==> src/hw/rtl/vta_pkg.sv <==
// vta_pkg: shared widths, types, register indexes and helpers for the
// vertex transform and bounding box block. No dependencies.
`default_nettype none

package vta_pkg;

  // base formats
  localparam int CoordWidth = 21;
  localparam int QuatWidth  = 16;
  localparam int CoordFrac  = 10;
  localparam int PackField  = 21;
  localparam int PackWidth  = 3 * PackField;
  localparam int CfgIdxW    = 3;
  localparam int QuatFrac   = QuatWidth - 2;

  // datapath widths
  localparam int DiffW  = CoordWidth + 1;            // vector minus centroid
  localparam int Prod1W = QuatWidth + DiffW;         // q * d
  localparam int TSumW  = Prod1W + 2;                // 2 * (cross difference)
  localparam int TW     = TSumW - QuatFrac;          // t after rounding
  localparam int Prod2W = QuatWidth + TW;            // q * t
  localparam int CSumW  = Prod2W + 1;
  localparam int CW     = CSumW - QuatFrac;          // rounded cross or w*t
  localparam int RSumW  = CW + 2;                    // d + w*t + c
  localparam int SProdW = 2 * CoordWidth + 1;        // r * scale plus half
  localparam int SW     = SProdW - CoordFrac;
  localparam int SatIn  = 64;

  localparam int NextAx [3] = '{1, 2, 0};
  localparam int PrevAx [3] = '{2, 0, 1};

  typedef logic signed [CoordWidth-1:0] coord_t;
  typedef logic signed [QuatWidth-1:0]  quat_t;
  typedef logic signed [DiffW-1:0]      diff_t;

  typedef enum logic [CfgIdxW-1:0] {
    RegQuatW   = 3'd0,
    RegQuatX   = 3'd1,
    RegQuatY   = 3'd2,
    RegQuatZ   = 3'd3,
    RegScale   = 3'd4,
    RegLocalC  = 3'd5,
    RegInstC   = 3'd6
  } cfg_idx_e;

  typedef enum logic [2:0] {
    BkIdle, BkRotT, BkRotC, BkScale, BkFin, BkOut
  } back_state_e;

  // unpacked configuration handed to the datapath
  typedef struct packed {
    quat_t  qw;
    quat_t  qx;
    quat_t  qy;
    quat_t  qz;
    coord_t sx;
    coord_t sy;
    coord_t sz;
    coord_t lx;
    coord_t ly;
    coord_t lz;
    coord_t ix;
    coord_t iy;
    coord_t iz;
  } cfg_t;

  // queued work item
  typedef struct packed {
    logic  normal;
    logic  last;
    diff_t dx;
    diff_t dy;
    diff_t dz;
  } item_t;

  // clamp a sign-extended value into the coordinate range
  function automatic coord_t sat_coord(input logic signed [SatIn-1:0] x);
    logic signed [SatIn-1:0] hi;
    logic signed [SatIn-1:0] lo;
    hi = SatIn'((64'sd1 <<< (CoordWidth - 1)) - 64'sd1);
    lo = -hi - SatIn'(64'sd1);
    if (x > hi) return coord_t'(hi);
    if (x < lo) return coord_t'(lo);
    return coord_t'(x);
  endfunction

  // one packed field: sign extend then clamp
  function automatic coord_t unpack_field(input logic [PackField-1:0] f);
    logic signed [PackField-1:0] s;
    s = signed'(f);
    return sat_coord(SatIn'(s));
  endfunction

endpackage

`default_nettype wire

==> src/hw/rtl/vta_cfg.sv <==
// vta_cfg: configuration register file with unpacking of the packed fields.
// Depends on vta_pkg.
`default_nettype none

module vta_cfg import vta_pkg::*; (
  input  wire logic                  clk_i,
  input  wire logic                  rst_ni,
  input  wire logic                  cfg_valid_i,
  input  wire logic [CfgIdxW-1:0]    cfg_index_i,
  input  wire logic [PackWidth-1:0]  cfg_data_i,
  output cfg_t                       cfg_o
);

  logic [QuatWidth-1:0] qw_q, qx_q, qy_q, qz_q;
  logic [PackWidth-1:0] scale_q, local_q, inst_q;
  logic [PackField-1:0] one_f;

  assign one_f = PackField'(1 << CoordFrac);

  // register writes, unknown indexes dropped
  always_ff @(posedge clk_i or negedge rst_ni) begin
    if (!rst_ni) begin
      qw_q    <= QuatWidth'(1 << QuatFrac);
      qx_q    <= '0;
      qy_q    <= '0;
      qz_q    <= '0;
      scale_q <= {one_f, one_f, one_f};
      local_q <= '0;
      inst_q  <= '0;
    end else if (cfg_valid_i) begin
      case (cfg_idx_e'(cfg_index_i))
        RegQuatW:  qw_q    <= cfg_data_i[QuatWidth-1:0];
        RegQuatX:  qx_q    <= cfg_data_i[QuatWidth-1:0];
        RegQuatY:  qy_q    <= cfg_data_i[QuatWidth-1:0];
        RegQuatZ:  qz_q    <= cfg_data_i[QuatWidth-1:0];
        RegScale:  scale_q <= cfg_data_i;
        RegLocalC: local_q <= cfg_data_i;
        RegInstC:  inst_q  <= cfg_data_i;
        default: ;
      endcase
    end
  end

  // field views
  always_comb begin
    cfg_o.qw = signed'(qw_q);
    cfg_o.qx = signed'(qx_q);
    cfg_o.qy = signed'(qy_q);
    cfg_o.qz = signed'(qz_q);
    cfg_o.sx = unpack_field(scale_q[PackField-1:0]);
    cfg_o.sy = unpack_field(scale_q[2*PackField-1:PackField]);
    cfg_o.sz = unpack_field(scale_q[3*PackField-1:2*PackField]);
    cfg_o.lx = unpack_field(local_q[PackField-1:0]);
    cfg_o.ly = unpack_field(local_q[2*PackField-1:PackField]);
    cfg_o.lz = unpack_field(local_q[3*PackField-1:2*PackField]);
    cfg_o.ix = unpack_field(inst_q[PackField-1:0]);
    cfg_o.iy = unpack_field(inst_q[2*PackField-1:PackField]);
    cfg_o.iz = unpack_field(inst_q[3*PackField-1:2*PackField]);
  end

endmodule

`default_nettype wire

==> config.mk <==
export PLATFORM = sky130hd
export DESIGN_NAME = vta_cfg
export DESIGN_NICKNAME = d
export VERILOG_FILES = /design/src/hw/rtl/vta_pkg.sv /design/src/hw/rtl/vta_cfg.sv
export SDC_FILE = /design/constraint.sdc
export NUM_CORES = 1
export LEC_CHECK = 0
export BUFFER_PORTS_ARGS = -buffer_cell sky130_fd_sc_hd__buf_2
export CAP_MARGIN = 10
export CORE_MARGIN = 2
export CORE_UTILIZATION = 55
export DETAILED_ROUTE_END_ITERATION = 16
export PLACE_DENSITY = 0.91
export SETUP_SLACK_MARGIN = 0.3
export SKIP_LAST_GASP = 1
export SLEW_MARGIN = 10
export SYNTH_ARGS = -nofsm -noshare
export SYNTH_HDL_FRONTEND = slang
export SYNTH_SLANG_ARGS = --single-unit
export TNS_END_PERCENT = 30
==> constraint.sdc <==
create_clock -name clk_i -period 2.16 [get_ports clk_i]
set_clock_uncertainty 0.1 [all_clocks]
set_input_delay 0.216 -clock clk_i [delete_from_list [all_inputs] [get_ports clk_i]]
set_output_delay 0.216 -clock clk_i [all_outputs]
set_load 0.02 [all_outputs]
==> results.py <==
metrics = {
    "worst_setup_path": {
        "cp_slowest_cell": "dfstp_2",
        "path_class": "reg2out",
        "path_delay_family": "flip-flops",
        "cp_num_buf_inv": 1,
        "endpoint_kind": "primary output",
        "max_stage_delay_ps": 530,
        "start_kind": "register",
        "worstPathArrival_ps": 1230,
        "path_cells": "buf_2",
        "cp_data_required_time_ps": 1840,
        "cp_max_fo": 2,
    },
    "placement": {
        "port_buffers": 321,
        "detailed_place_hpwl_mm": 15.7,
        "gp_congestion": 0.843,
        "dpl-instance-area_um2": 11700,
    },
    "timing": {
        "post-route-min-period_ps": 1550,
        "finalHoldViolCount": 0,
        "max_slew_margin_pct": 54.9,
        "fin_crit_sh_pct": 71.6,
        "fin_tns_setup_ps": 0,
        "fmax_ghz": 0.647,
        "grt_setup_unrepaired": "no",
        "slew_viol_final": 0,
        "setup_viol": 0,
        "worstMarginPinSlew_ps": 674,
    },
    "layout": {
        "design_area_um2": 13200,
        "area_growth_pct": 25.4,
        "diodes": 0,
        "nFillCells": 1183,
        "drive_above_1_share_pct": 66.3,
        "nNetsFinal": 1012,
        "multi_input_area_um2": 3210,
        "regArea_um2": 6340,
    },
    "clock_network": {
        "post-cts-setup-buffers": 0,
        "cts_tree": "yes",
        "htree_levels": 1,
        "root_buffer": "clkbuf_16",
        "ctsLongestPathBuffers": 3,
        "cts_sinks": 253,
        "clock_latency_ps": 510,
        "cts_buffers": 27,
        "cts.clk_slew.worst_paths_ps": 60,
    },
    "yosys": {
        "syn_nets": 798,
        "muxShareOfSynthArea_pct": 29.5,
        "synth_cells": 729,
        "ys.warnings.count": 0,
        "synth_cell_types": 14,
        "synth-seq-cells": 253,
        "synth_compound_area_share_pct": 0,
        "synth_top_family_by_area": "multiplexers",
        "synth_simple_gate_area_share_pct": 0.891,
        "synth-seq-area-share_pct": 60.1,
        "netlist_area_um2": 10500,
        "synth-adder-area-share_pct": 0,
        "synth_xor_area_share_pct": 0,
        "syn_avg_cell_area_um2": 14.5,
    },
    "outcome": {
        "run_status": "finished, final reports clean",
    },
    "pwr": {
        "peakVddDrop_uv": 1170,
        "switching_share_pct": 31.3,
        "p_seq_share_pct": 41.8,
        "leakage_uw": 0.00649,
        "p_clk_share_pct": 30.7,
        "p_switching_uw": 4760,
        "pwr-share-comb_pct": 27.5,
        "powerDensity_nw_per_um2": 1150,
        "internal-power_uw": 10500,
    },
    "route": {
        "wl_per_cell_um": 20.6,
        "wl_mm": 24.6,
        "dr.pass1.iters": 4,
        "routed_via_density": 5.18,
        "route.detailed.drc": 0,
        "drtAntennaViolNets": 0,
        "num_vias": 6209,
        "drt_iter0_markers": 190,
    },
    "die": {
        "die_w_um": 142,
        "pin_count": 322,
        "start_util_pct": 56.1,
        "die_y_um": 142,
        "die_area_um2": 20300,
        "num_rows": 50,
        "core_um2": 18800,
    },
    "global_routing": {
        "grt.overflow.total": 0,
        "grt_pass1_wl_mm": 37.8,
        "antenna_found_initial": 0,
        "grt_pass1_vias": 6828,
        "grt.total_usage_pct": 23.9,
        "grt_max_degree": 64,
    },
    "job": {
        "maxCapViolCount": 0,
    },
    "min_path": {
        "hold_path_class": "in2async",
    },
}
[logic make-up (layout without fill, tap and decap cells)]
kind of cell	Yosys count	in the layout
muxes	253	253
DFF	253	253
buffers and inverters	216	451
and+or+nand+nor	7	7
[Yosys cell counts]
library cell / n / area share [%]
clkbuf_1: 189 / 6.7
nand4b_2: 1 / 0.14
dfrtp_1: 249 / 59
buf_12: 6 / 1.1
dfstp_2: 4 / 1.0
buf_4: 12 / 0.85
nand4b_1: 2 / 0.17
mux2_2: 183 / 20
mux2_4: 70 / 10
and4bb_2: 1 / 0.12
nor4b_4: 1 / 0.23
buf_6: 5 / 0.53
and4bb_1: 2 / 0.24
buf_2: 4 / 0.19
[registers in the layout, summed over array words and instances (netlist names)]
name,flops
scale_q,63
qz_q,16
local_q,63
qx_q,16
qw_q,16
qy_q,16
inst_q,63
[repair_timing]
item / CTS / global route
resized for setup: 0 / 0
endpoints found under the hold margin: 502 / 0
hold buffers: 64 / 0
[per-layer routing]
metal / routed length (µm) / global-route usage [%] / vias to the layer above
li1: - / - / 2723
met1: 9840 / 29.5 / 3177
met2: 12600 / 42.1 / 253
met3: 1440 / 5.32 / 56
met4: 774 / 7.71 / 0
met5: 0 / 0 / -
[through the flow]
stage | cells | setup WS, ps | hold WS [ps] | total power (µW) | util (%)
after floorplan | 729 | 759 | -180 | 9290 | -
final | 1198 | 614 | 90.3 | 15200 | 70.4
after global routing | 1198 | 580 | 108 | 15900 | 70.4
after CTS | 1198 | 593 | 106 | 15300 | 70.4
after global placement | 1084 | 379 | 56.9 | 10300 | 62.1
after detailed placement | 1084 | 341 | 62.6 | 10500 | 62.1
[power groups by stage]
stage	clock network [µW]	registers [µW]	logic, µW
2_1_floorplan	0	6600	2690
3_3_place_gp	0	6360	3990
3_5_place_dp	0	6410	4090
4_1_cts	4770	6360	4200
5_1_grt	4980	6480	4410
6_report	4670	6370	4190
[layout by cell type (no fill, tap or decap)]
cell type,count
buf_2,320
dfrtp_1,249
mux2_2,183
mux2_4,70
dlygate4sd3_1,64
clkbuf_16,27
clkbuf_1,9
buf_4,9
buf_12,7
clkbuf_8,6
dfstp_2,4
clkinv_2,3
bufinv_16,3
nand4b_1,2
inv_6,2
nor4b_4,1
and4bb_1,1
and4bb_2,1
nand4b_2,1
and4bb_4,1
buf_8,1
[path summary, 6_finish.rpt]
check / start / to / slack [ps] / cells past startpoint
setup / recovery: scale_q[52] / cfg_o[136] / 610 / 1
hold reg to reg: qz_q[0] / qz_q[0] / 400 / 1
min in group clk_i: cfg_valid_i / scale_q[29] / 320 / 3
hold / removal: rst_ni / local_q[26] / 90 / 2
max in group asynchronous: rst_ni / scale_q[52] / 1140 / 3
setup reg to reg: inst_q[5] / inst_q[5] / 1250 / 1
[layout make-up]
| type | instances | share of cell area (%) |
|---|---|---|
| Clock buffer | 42 | 5.99 |
| Sequential cell | 253 | 47.9 |
| Tap cell | 234 | 2.22 |
| Clock inverter | 8 | 0.928 |
| Timing Repair Buffer | 401 | 18.6 |
| Multi-Input combinational cell | 260 | 24.3 |
Note: power is estimated with default switching activity, not from simulation.
