## src/hw/rtl/vta_pkg.sv

```systemverilog
// vta_pkg: shared widths, types, register indexes and helpers for the
// vertex transform and bounding box block. No dependencies.
`default_nettype none

package vta_pkg;

  // base formats
  localparam int CoordWidth = 21;
  localparam int QuatWidth  = 16;
  localparam int CoordFrac  = 10;
  localparam int PackField  = 21;
  localparam int PackWidth  = 3 * PackField;
  localparam int CfgIdxW    = 3;
  localparam int QuatFrac   = QuatWidth - 2;

  // datapath widths
  localparam int DiffW  = CoordWidth + 1;            // vector minus centroid
  localparam int Prod1W = QuatWidth + DiffW;         // q * d
  localparam int TSumW  = Prod1W + 2;                // 2 * (cross difference)
  localparam int TW     = TSumW - QuatFrac;          // t after rounding
  localparam int Prod2W = QuatWidth + TW;            // q * t
  localparam int CSumW  = Prod2W + 1;
  localparam int CW     = CSumW - QuatFrac;          // rounded cross or w*t
  localparam int RSumW  = CW + 2;                    // d + w*t + c
  localparam int SProdW = 2 * CoordWidth + 1;        // r * scale plus half
  localparam int SW     = SProdW - CoordFrac;
  localparam int SatIn  = 64;

  localparam int NextAx [3] = '{1, 2, 0};
  localparam int PrevAx [3] = '{2, 0, 1};

  typedef logic signed [CoordWidth-1:0] coord_t;
  typedef logic signed [QuatWidth-1:0]  quat_t;
  typedef logic signed [DiffW-1:0]      diff_t;

  typedef enum logic [CfgIdxW-1:0] {
    RegQuatW   = 3'd0,
    RegQuatX   = 3'd1,
    RegQuatY   = 3'd2,
    RegQuatZ   = 3'd3,
    RegScale   = 3'd4,
    RegLocalC  = 3'd5,
    RegInstC   = 3'd6
  } cfg_idx_e;

  typedef enum logic [2:0] {
    BkIdle, BkRotT, BkRotC, BkScale, BkFin, BkOut
  } back_state_e;

  // unpacked configuration handed to the datapath
  typedef struct packed {
    quat_t  qw;
    quat_t  qx;
    quat_t  qy;
    quat_t  qz;
    coord_t sx;
    coord_t sy;
    coord_t sz;
    coord_t lx;
    coord_t ly;
    coord_t lz;
    coord_t ix;
    coord_t iy;
    coord_t iz;
  } cfg_t;

  // queued work item
  typedef struct packed {
    logic  normal;
    logic  last;
    diff_t dx;
    diff_t dy;
    diff_t dz;
  } item_t;

  // clamp a sign-extended value into the coordinate range
  function automatic coord_t sat_coord(input logic signed [SatIn-1:0] x);
    logic signed [SatIn-1:0] hi;
    logic signed [SatIn-1:0] lo;
    hi = SatIn'((64'sd1 <<< (CoordWidth - 1)) - 64'sd1);
    lo = -hi - SatIn'(64'sd1);
    if (x > hi) return coord_t'(hi);
    if (x < lo) return coord_t'(lo);
    return coord_t'(x);
  endfunction

  // one packed field: sign extend then clamp
  function automatic coord_t unpack_field(input logic [PackField-1:0] f);
    logic signed [PackField-1:0] s;
    s = signed'(f);
    return sat_coord(SatIn'(s));
  endfunction

endpackage

`default_nettype wire

```

## src/hw/rtl/vta_front.sv

```systemverilog
// vta_front: takes requests, removes the local centroid from vertices and
// queues the work in a two-entry queue. Depends on vta_pkg.
`default_nettype none

module vta_front import vta_pkg::*; (
  input  wire logic    clk_i,
  input  wire logic    rst_ni,
  input  cfg_t         cfg_i,
  input  wire logic    in_valid_i,
  output logic         in_ready_o,
  input  wire logic    in_normal_i,
  input  wire logic    in_last_i,
  input  coord_t       in_x_i,
  input  coord_t       in_y_i,
  input  coord_t       in_z_i,
  output logic         q_valid_o,
  output item_t        q_item_o,
  input  wire logic    q_pop_i
);

  item_t       mem_q [2];
  logic        wr_q, rd_q;
  logic [1:0]  cnt_q;
  item_t       push_item;
  logic        push;

  assign in_ready_o = (cnt_q != 2'd2);
  assign push       = in_valid_i && in_ready_o;
  assign q_valid_o  = (cnt_q != 2'd0);
  assign q_item_o   = mem_q[rd_q];

  // classify and subtract centroid for vertices
  always_comb begin
    push_item.normal = in_normal_i;
    push_item.last   = in_last_i;
    if (in_normal_i) begin
      push_item.dx = DiffW'(in_x_i);
      push_item.dy = DiffW'(in_y_i);
      push_item.dz = DiffW'(in_z_i);
    end else begin
      push_item.dx = DiffW'(in_x_i) - DiffW'(cfg_i.lx);
      push_item.dy = DiffW'(in_y_i) - DiffW'(cfg_i.ly);
      push_item.dz = DiffW'(in_z_i) - DiffW'(cfg_i.lz);
    end
  end

  // queue storage
  always_ff @(posedge clk_i) begin
    if (push) mem_q[wr_q] <= push_item;
  end

  // queue pointers
  always_ff @(posedge clk_i or negedge rst_ni) begin
    if (!rst_ni) begin
      wr_q  <= 1'b0;
      rd_q  <= 1'b0;
      cnt_q <= 2'd0;
    end else begin
      if (push) wr_q <= ~wr_q;
      if (q_pop_i) rd_q <= ~rd_q;
      cnt_q <= cnt_q + 2'(push) - 2'(q_pop_i);
    end
  end

endmodule

`default_nettype wire

```

## config.mk

```make
export PLATFORM = sky130hd
export DESIGN_NAME = vta_front
export DESIGN_NICKNAME = d
export VERILOG_FILES = /design/src/hw/rtl/vta_pkg.sv /design/src/hw/rtl/vta_front.sv
export SDC_FILE = /design/constraint.sdc
export NUM_CORES = 1
export LEC_CHECK = 0
export BUFFER_PORTS_ARGS = -buffer_cell sky130_fd_sc_hd__buf_2
export CAP_MARGIN = 25
export CELL_PAD_IN_SITES_DETAIL_PLACEMENT = 0
export CELL_PAD_IN_SITES_GLOBAL_PLACEMENT = 2
export CORE_ASPECT_RATIO = 1.25
export CORE_MARGIN = 2
export CORE_UTILIZATION = 30
export CTS_BUF_LIST = sky130_fd_sc_hd__clkbuf_8
export CTS_CLUSTER_DIAMETER = 60
export CTS_CLUSTER_SIZE = 24
export DETAILED_ROUTE_END_ITERATION = 8
export GPL_TIMING_DRIVEN = 1
export PLACE_DENSITY = 0.87
export REMOVE_ABC_BUFFERS = 1
export SYNTH_ARGS = -nofsm -noshare
export SYNTH_HDL_FRONTEND = slang
export SYNTH_SLANG_ARGS = --single-unit
```

## constraint.sdc

```tcl
create_clock -name clk_i -period 4.51 [get_ports clk_i]
set_input_delay 0.902 -clock clk_i [delete_from_list [all_inputs] [get_ports clk_i]]
set_output_delay 0.902 -clock clk_i [all_outputs]
set_load 0.02 [all_outputs]
```

==> results of run 1 <==
-- registers in the layout, summed over array words and instances, names as in the netlist --
name   flops
cnt_q      2
wr_q       1
mem_q    136
rd_q       1
-- worst paths after layout --
path                            cells past startpoint            to  slack (ns)
worst max-delay path                                3  q_item_o[27]        1.49
worst min-delay path                                1      cnt_q[0]        0.23
worst max register to register                      5  mem_q[0][23]        2.77
worst min register to register                      1      cnt_q[1]        0.53
max in group asynchronous                           1          rd_q        4.14
min in group clk_i                                  1      cnt_q[1]        0.53
-- kinds of logic (layout without fill, tap and decap cells) --
kind of cell             count (synthesis)  count (layout)  synth area share
XOR/XNOR                                40              40            0.0373
adder cells (fa/ha/maj)                 68              68            0.0930
buffers and inverters                  121             324            0.0501
AND/OR/NAND/NOR                        228             228             0.112
AO/OA/AOI/OAI                          240             240             0.173
multiplexers                            75              75            0.0894
flip-flops                             140             140             0.445
-- metal layers --
layer  up-vias  GRT usage  share of wire  routed length [µm]
li1       3747          -              -                   -
met1      3426      0.193           0.45               11100
met2       210      0.259           0.48               11800
met3        21     0.0341          0.060                1480
met4         2     0.0471          0.017                 415
met5         -          0        0.00064                  16
-- layout by cell type, fill, tap and decap left out, types with 8 or more instances in the layout --
cell type / count
xor2_1: 14
nor2_1: 45
a211oi_1: 11
o21a_1: 8
ha_1: 65
nand4_1: 11
inv_1: 85
and3_1: 11
clkbuf_8: 18
edfxtp_1: 136
nand2_1: 89
nand3_1: 17
nor3_1: 22
o31ai_1: 14
xnor2_1: 26
buf_2: 200
mux2_2: 71
o21ai_1: 21
o21ai_0: 51
a21oi_1: 50
a21o_1: 22
-- power by group --
part | internal [mW] | leakage, nW | switching, mW
sequential | 1.83 | 1.31 | 0.131
combinational | 0.849 | 3.20 | 1.28
clock | 0.505 | 0.187 | 0.534
total | 3.18 | 4.70 | 1.94
-- cell type report --
| cell class | instances | area [µm²] |
|---|---|---|
| clock buffer | 18 | 248 |
| inverter | 85 | 319 |
| multi-input combinational | 651 | 4750 |
| fill | 3153 | 19600 |
| clock inverter | 14 | 148 |
| sequential | 140 | 4190 |
| tap | 407 | 509 |
| timing repair buffer | 207 | 1110 |
-- through the flow --
stage          instance area, µm²  worst slack, ns
2_1_floorplan                9240            0.171
3_3_place_gp                10800             1.05
3_5_place_dp                10800             1.00
4_1_cts                     11200             1.30
5_1_grt                     11300             1.28
6_report                    11300             1.49
==> results.sh, run 1 <==
export IMPL_clk_pin_slew_worst_paths_ns=0.09
export IMPL_gp_congestion=0.818
export IMPL_first_pass_iters=5
export IMPL_outcome="finished clean"
export IMPL_h_tree_depth=4
export IMPL_path_max_fanout=37
export IMPL_ioPinCount=392
export IMPL_root_buffer="clkbuf_8"
export IMPL_clkSinkCount=140
export IMPL_grt_max_degree=70
export IMPL_critPathSlowestCell="dfrtp_4"
export IMPL_nets=1492
export IMPL_max_stage_delay_ns=0.76
export IMPL_hp_class="in -> async"
export IMPL_rsz0062_at_grt="false"
export IMPL_skew_ns=0.0116
export IMPL_grt_usage=0.152
export IMPL_synth_top_area_share=0.435
export IMPL_maxSlewViolCount=0
export IMPL_power_mw=5.13
export IMPL_portBuffers=201
export IMPL_synth_common_cells="edfxtp_1, nand2_1, inv_1"
export IMPL_initial_utilization=0.304
export IMPL_num_rows=72
export IMPL_ant_nets=0
export IMPL_syn_cell_area_mm2=0.00939
export IMPL_startpoint_type="flip-flop"
export IMPL_cts_buffer_depth=2
export IMPL_crit_buf_inv=2
export IMPL_yosysWarningCount=0
export IMPL_coreArea_mm2=0.0309
export IMPL_yosysMostFrequentCell="edfxtp_1"
export IMPL_r2r_start="cnt_q[1]"
export IMPL_routed_wl_um=24800
export IMPL_synthTopCellsByArea="edfxtp_1, ha_1, mux2_2"
export IMPL_synth_seq_cells=140
export IMPL_hold_violations=0
export IMPL_postSynthCellCount=912
export IMPL_finalCriticalPeriod_ns=3.02
export IMPL_dp_cells=1487
export IMPL_peakVddDrop_mv=0.491
export IMPL_synth_distinct_cells=71
export IMPL_critPathArrivalTime_ns=2.12
export IMPL_die_w_um=162
export IMPL_post_cts_buffers=0
export IMPL_globalRouteOverflowTotal=0
export IMPL_drt_initial_drc_count=338
export IMPL_cts_tree="yes"
export IMPL_maxCapViolations=0
export IMPL_cp_cell_sequence="buf_12 -> mux2_2 -> buf_2"
export IMPL_async_flop_share=0.0286
export IMPL_crit_required_ns=3.61
export IMPL_cellPowerDensity_mw_per_mm2=455
export IMPL_cts_made_buffers=17
export IMPL_whs_ns=0.231
export IMPL_setup_tns_final_ns=0
export IMPL_fin_crit_sh=0.671
export IMPL_ys_seq_area_frac=0.445
export IMPL_crit_start="rd_q"
export IMPL_fmax_mhz=331
export IMPL_yosys_area_top_type="edfxtp_1"
export IMPL_die_h_um=202
export IMPL_drive_above_1_share=0.299
export IMPL_crit_family="flip-flops"
export IMPL_areaGrowthSynthToFinish_pct=20.0
export IMPL_via_per_inst=4.87
export IMPL_vias=7406
export IMPL_crit_type="reg -> out"
export IMPL_synth_area_per_cell_um2=10.3
export IMPL_diodes=0
export IMPL_grt_pass1_vias=7477
export IMPL_dp_hpwl_um=18200
export IMPL_post_route_util=0.365
export IMPL_cp_end_kind="primary output"
export IMPL_antenna_found_initial=1
export IMPL_p_leak_nw=4.70
export IMPL_wl_per_cell_um=16.3
export IMPL_synth_ff_type="edfxtp_1"
export IMPL_drcViolationCount=0
export IMPL_synth_edff_count=136
export IMPL_insertion_delay_ns=0.46
export IMPL_worst_pin_slew_ns=0.743
export IMPL_slew_headroom=0.504
export IMPL_dieArea_mm2=0.0327
export IMPL_setup_viol=0
export IMPL_hold_buffers=0
export IMPL_cts_resized=0
export IMPL_final_cells=1522
export IMPL_grt_pass1_wl_um=38800
No activity file was read; power rests on OpenSTA's default activity.
==> run 2: changes to the inputs <==
- clock period: 4.51 -> 2.9 ns (I/O delays scaled with it)
==> run 2 against run 1 <==
Net effect:
- power rose by 61%
- sequential power rose by 55%
- clock power rose by 74%
- utilization rose by 0.94 points
- combinational power rose by 60%
- final area rose by 2.6%
- via count rose by 2.0%
- clock skew rose by 0.0037 ns
==> results.sh, run 2 (synthesized netlist as in run 1, its figures left out) <==
export IMPL_holdPathStages=2
export IMPL_worst_pin_slew_ns=0.777
export IMPL_ioPinCount=392
export IMPL_vias=7553
export IMPL_peakVddDrop_mv=0.563
export IMPL_hold_violations=0
export IMPL_path_max_fanout=25
export IMPL_die_w_um=162
export IMPL_drive_above_1_share=0.316
export IMPL_power_mw=8.25
export IMPL_cts_made_buffers=17
export IMPL_cts_tree="yes"
export IMPL_fmax_mhz=390
export IMPL_routed_wl_um=25400
export IMPL_finalCriticalPeriod_ns=2.57
export IMPL_die_h_um=202
export IMPL_ant_nets=0
export IMPL_seqCellArea_mm2=0.00419
export IMPL_root_buffer="clkbuf_8"
export IMPL_globalRouteOverflowTotal=0
export IMPL_drcViolationCount=0
export IMPL_dieArea_mm2=0.0327
export IMPL_setup_viol=0
export IMPL_coreArea_mm2=0.0309
export IMPL_cellPowerDensity_mw_per_mm2=713
export IMPL_top_register="mem_q"
export IMPL_num_fill_cells=3167
export IMPL_cts_resized=0
export IMPL_antenna_found_initial=2
export IMPL_max_stage_delay_ns=0.70
export IMPL_p_leak_nw=4.87
export IMPL_dp_hpwl_um=19100
export IMPL_nets=1522
export IMPL_hp_class="in -> reg"
export IMPL_skew_ns=0.0154
export IMPL_wl_per_cell_um=16.4
export IMPL_cp_cell_sequence="buf_12 -> mux2_2 -> buf_2"
export IMPL_stdcell_area_mm2=0.0116
export IMPL_regToRegSetupSlack_ns=1.20
export IMPL_startpoint_type="flip-flop"
export IMPL_mostFrequentLayoutCells="buf_2, edfxtp_1, nand2_1"
export IMPL_final_common_cell="buf_2"
export IMPL_first_pass_iters=4
export IMPL_cp_end_kind="primary output"
export IMPL_placement_cell_area_mm2=0.0111
export IMPL_hp_start="q_pop_i"
export IMPL_outcome="finished clean"
export IMPL_maxCapViolations=0
export IMPL_worstReg2RegEnd="mem_q[1][7]"
export IMPL_portBuffers=201
export IMPL_holdPathEnd="rd_q"
export IMPL_grt_max_degree=69
export IMPL_top_regs="mem_q: 136 flops, cnt_q: 2 flops"
export IMPL_clk_pin_slew_worst_paths_ns=0.09
export IMPL_r2r_cells=3
export IMPL_insertion_delay_ns=0.46
export IMPL_drt_initial_drc_count=352
export IMPL_largest_register_ffs=136
export IMPL_grt_pass1_wl_um=39400
export IMPL_crit_required_ns=2.32
export IMPL_slew_headroom=0.481
export IMPL_critPathArrivalTime_ns=1.99
export IMPL_grt_pass1_vias=7624
export IMPL_cts_buffer_depth=2
export IMPL_multi_input_area_mm2=0.00475
export IMPL_rsz0062_at_grt="false"
export IMPL_gp_congestion=0.801
export IMPL_h_tree_depth=4
export IMPL_crit_type="reg -> out"
export IMPL_r2r_start="cnt_q[1]"
export IMPL_grt_usage=0.155
export IMPL_maxSlewViolCount=0
export IMPL_num_rows=72
export IMPL_fin_crit_sh=0.885
export IMPL_areaGrowthSynthToFinish_pct=23.1
export IMPL_via_per_inst=4.86
export IMPL_critPathSlowestCell="dfrtp_4"
export IMPL_initial_utilization=0.304
export IMPL_clkSinkCount=140
[run 2: cell count changes in the layout (fill, tap and decap cells not counted), sizes merged]
cell         delta
buf            +29
clkinv          -5
inv             +5
bufinv          +2
clkbuf          -1
clkinvlp        -1
diode           +1
dlygate4sd3     +1
[run 2: per-layer routing]
layer | GRT usage | up-vias | wire length (µm)
li1 | - | 3817 | -
met1 | 0.191 | 3511 | 11200
met2 | 0.264 | 202 | 12100
met3 | 0.0390 | 21 | 1620
met4 | 0.0515 | 2 | 444
met5 | 0 | - | 13
[run 2: layout make-up]
class | instances | area share
Clock inverter | 15 | 0.0183
Clock buffer | 17 | 0.0202
Inverter | 85 | 0.0276
Sequential cell | 140 | 0.362
Timing Repair Buffer | 237 | 0.116
Antenna cell | 1 | 0.000216
Tap cell | 407 | 0.0441
Multi-Input combinational cell | 651 | 0.411
[run 2: how the worst max path moves through the flow]
stage,from,endpoint,slack [ns],cells after the start
finish,rd_q,q_item_o[27],0.33,3
global route,rd_q,q_item_o[26],0.20,3
floorplan,cnt_q[1],mem_q[0][0],-1.19,3
detailed placement,in_y_i[0],mem_q[1][40],-0.12,11
global placement,in_y_i[0],mem_q[0][40],-0.09,11
CTS,rd_q,q_item_o[37],0.25,3
[run 2: per-stage QoR]
step	util	hold slack, ns	worst slack, ns	setup TNS [ns]	std cells
2_1_floorplan	-	0.284	-1.19	-81.15	876
3_3_place_gp	0.359	0.389	-0.0944	-0.374	1519
3_5_place_dp	0.359	0.394	-0.118	-0.541	1519
4_1_cts	0.374	0.255	0.250	0	1552
5_1_grt	0.374	0.264	0.204	0	1552
6_report	0.374	0.303	0.334	0	1553
[run 2: repair_timing]
item,CTS,global route
buffers inserted,0,0
endpoints found under the hold margin,4,0
hold buffers,1,0
endpoints found under the setup margin,0,0
[run 2: where the power goes]
group,switching [mW],leakage (nW),internal (mW)
clock,0.857,0.210,0.952
combinational,2.04,3.35,1.37
sequential,0.185,1.31,2.85
total,3.08,4.87,5.17
[run 2: worst max-delay path, delay by kind of cell, from the launching register on]
kind | cells | cell delay, ns
multiplexers | 1 | 0.37
buffers and inverters | 2 | 0.41
flip-flops | 1 | 0.70
==> run 3: changes to the inputs <==
- CORE_ASPECT_RATIO: 1.25 -> default
==> run 3 against run 2 <==
Net effect:
- sequential power is essentially flat
- worst setup slack worse by 0.020 ns
- largest cell class unchanged
- fmax shrank 0.76%
==> results.sh, run 3 (synthesized netlist as in run 1, its figures left out) <==
export IMPL_grt_usage=0.155
export IMPL_worstReg2RegEnd="mem_q[1][10]"
export IMPL_intPower_mw=5.07
export IMPL_vias=7648
export IMPL_die_h_um=181
export IMPL_areaGrowthSynthToFinish_pct=22.2
export IMPL_combPwrFrac=0.417
export IMPL_crit_start="rd_q"
export IMPL_num_fill_cells=3160
export IMPL_antenna_found_initial=0
export IMPL_r2r_cells=3
export IMPL_regToRegSetupSlack_ns=1.30
export IMPL_die_w_um=181
export IMPL_insertion_delay_ns=0.46
export IMPL_diodes=0
export IMPL_worst_pin_slew_ns=0.522
export IMPL_power_frac_seq=0.370
export IMPL_num_rows=64
export IMPL_ioPinCount=392
export IMPL_finalCriticalPeriod_ns=2.59
export IMPL_crit_end="q_item_o[11]"
export IMPL_clk_pin_slew_worst_paths_ns=0.08
export IMPL_drt_initial_drc_count=534
export IMPL_skew_ns=0.00811
export IMPL_maxCapViolations=0
export IMPL_cellPowerDensity_mw_per_mm2=711
export IMPL_cts_resized=0
export IMPL_pwr_share_clk=0.213
export IMPL_multi_input_area_mm2=0.00475
export IMPL_startpoint_type="flip-flop"
export IMPL_cts_tree="yes"
export IMPL_dp_hpwl_um=19000
export IMPL_top_register="mem_q"
export IMPL_ant_nets=0
export IMPL_critPathArrivalTime_ns=2.01
export IMPL_hp_start="in_last_i"
export IMPL_portBuffers=201
export IMPL_largest_register_ffs=136
export IMPL_p_sw_mw=3.10
export IMPL_hold_violations=0
export IMPL_top_regs="mem_q: 136 flops, cnt_q: 2 flops"
export IMPL_fin_crit_sh=0.891
export IMPL_h_tree_depth=4
export IMPL_crit_type="reg -> out"
export IMPL_setup_viol=0
export IMPL_cts_made_buffers=17
export IMPL_post_cts_buffers=0
export IMPL_grt_pass1_wl_um=39700
export IMPL_cp_end_kind="primary output"
export IMPL_r2r_start="cnt_q[1]"
export IMPL_maxSlewViolCount=0
export IMPL_gp_congestion=0.861
export IMPL_nets=1519
export IMPL_fmax_mhz=387
export IMPL_coreArea_mm2=0.0307
export IMPL_crit_required_ns=2.32
export IMPL_dieArea_mm2=0.0327
export IMPL_routed_wl_um=25200
export IMPL_clkSinkCount=140
export IMPL_p_sw_frac=0.380
export IMPL_path_max_fanout=24
export IMPL_slew_headroom=0.651
export IMPL_mostFrequentLayoutCells="buf_2, edfxtp_1, nand2_1"
export IMPL_p_leak_nw=4.84
export IMPL_grt_pass1_vias=7442
export IMPL_first_pass_iters=5
export IMPL_root_buffer="clkbuf_8"
export IMPL_hp_class="in -> reg"
export IMPL_rsz0062_at_grt="false"
export IMPL_power_mw=8.17
export IMPL_outcome="finished clean"
export IMPL_drive_above_1_share=0.313
export IMPL_final_common_cell="buf_2"
export IMPL_globalRouteOverflowTotal=0
export IMPL_grt_max_degree=69
export IMPL_drcViolationCount=0
export IMPL_via_per_inst=4.97
export IMPL_initial_utilization=0.305
export IMPL_wl_per_cell_um=16.4
export IMPL_peakVddDrop_mv=0.267
export IMPL_seqCellArea_mm2=0.00419
export IMPL_cts_buffer_depth=2
export IMPL_post_route_util=0.373
run 3: worst max-delay path, cell delays in order (launching register included):
cell     delay [ns]
dfrtp_4        0.67
buf_4          0.30
mux2_2         0.38
buf_2          0.16
run 3: how the worst min path moves through the flow:
stage	endpoint	depth (start not counted)	slack, ns
2_1_floorplan	cnt_q[0]	0	0.28
3_3_place_gp	cnt_q[1]	1	0.39
5_1_grt	mem_q[0][66]	1	0.28
4_1_cts	mem_q[0][66]	1	0.27
6_report	mem_q[0][66]	1	0.32
3_5_place_dp	cnt_q[1]	1	0.39
run 3: through the flow:
step	TNS (ns)	cells	instance area, µm²	hold slack, ns	setup WS, ns
finish	0	1538	11500	0.318	0.315
global route	0	1538	11500	0.284	0.181
CTS	0	1538	11500	0.275	0.227
detailed placement	-1.07	1505	11100	0.392	-0.0874
global placement	-0.926	1505	11100	0.389	-0.0919
floorplan	-81.15	876	9240	0.284	-1.19
run 3: what timing repair did:
| item | in CTS | in global routing |
|---|---|---|
| setup endpoints to repair | 0 | 0 |
| endpoints found under the hold margin | 4 | 0 |
| hold buffers | 1 | 0 |
run 3: cell type report:
cell class	count	area share
Clock buffer	17	0.0204
Clock inverter	15	0.0162
Inverter	85	0.0278
Multi-Input combinational cell	651	0.414
Sequential cell	140	0.365
Tap cell	396	0.0432
Timing Repair Buffer	234	0.114
run 3: layer usage:
layer  up-vias  track usage  share of wire
li1       3817            -              -
met1      3570        0.221           0.51
met2       238        0.238           0.43
met3        23       0.0282          0.054
met4         0       0.0475          0.014
met5         -            0              0
run 3: power by group through the flow:
stage	registers, mW	clock network (mW)	logic [mW]
after floorplan	3.13	0	2.16
after global placement	3.06	0	3.42
after detailed placement	3.08	0	3.44
after CTS	3.04	1.80	3.46
after global routing	3.08	1.88	3.71
final	3.02	1.74	3.41
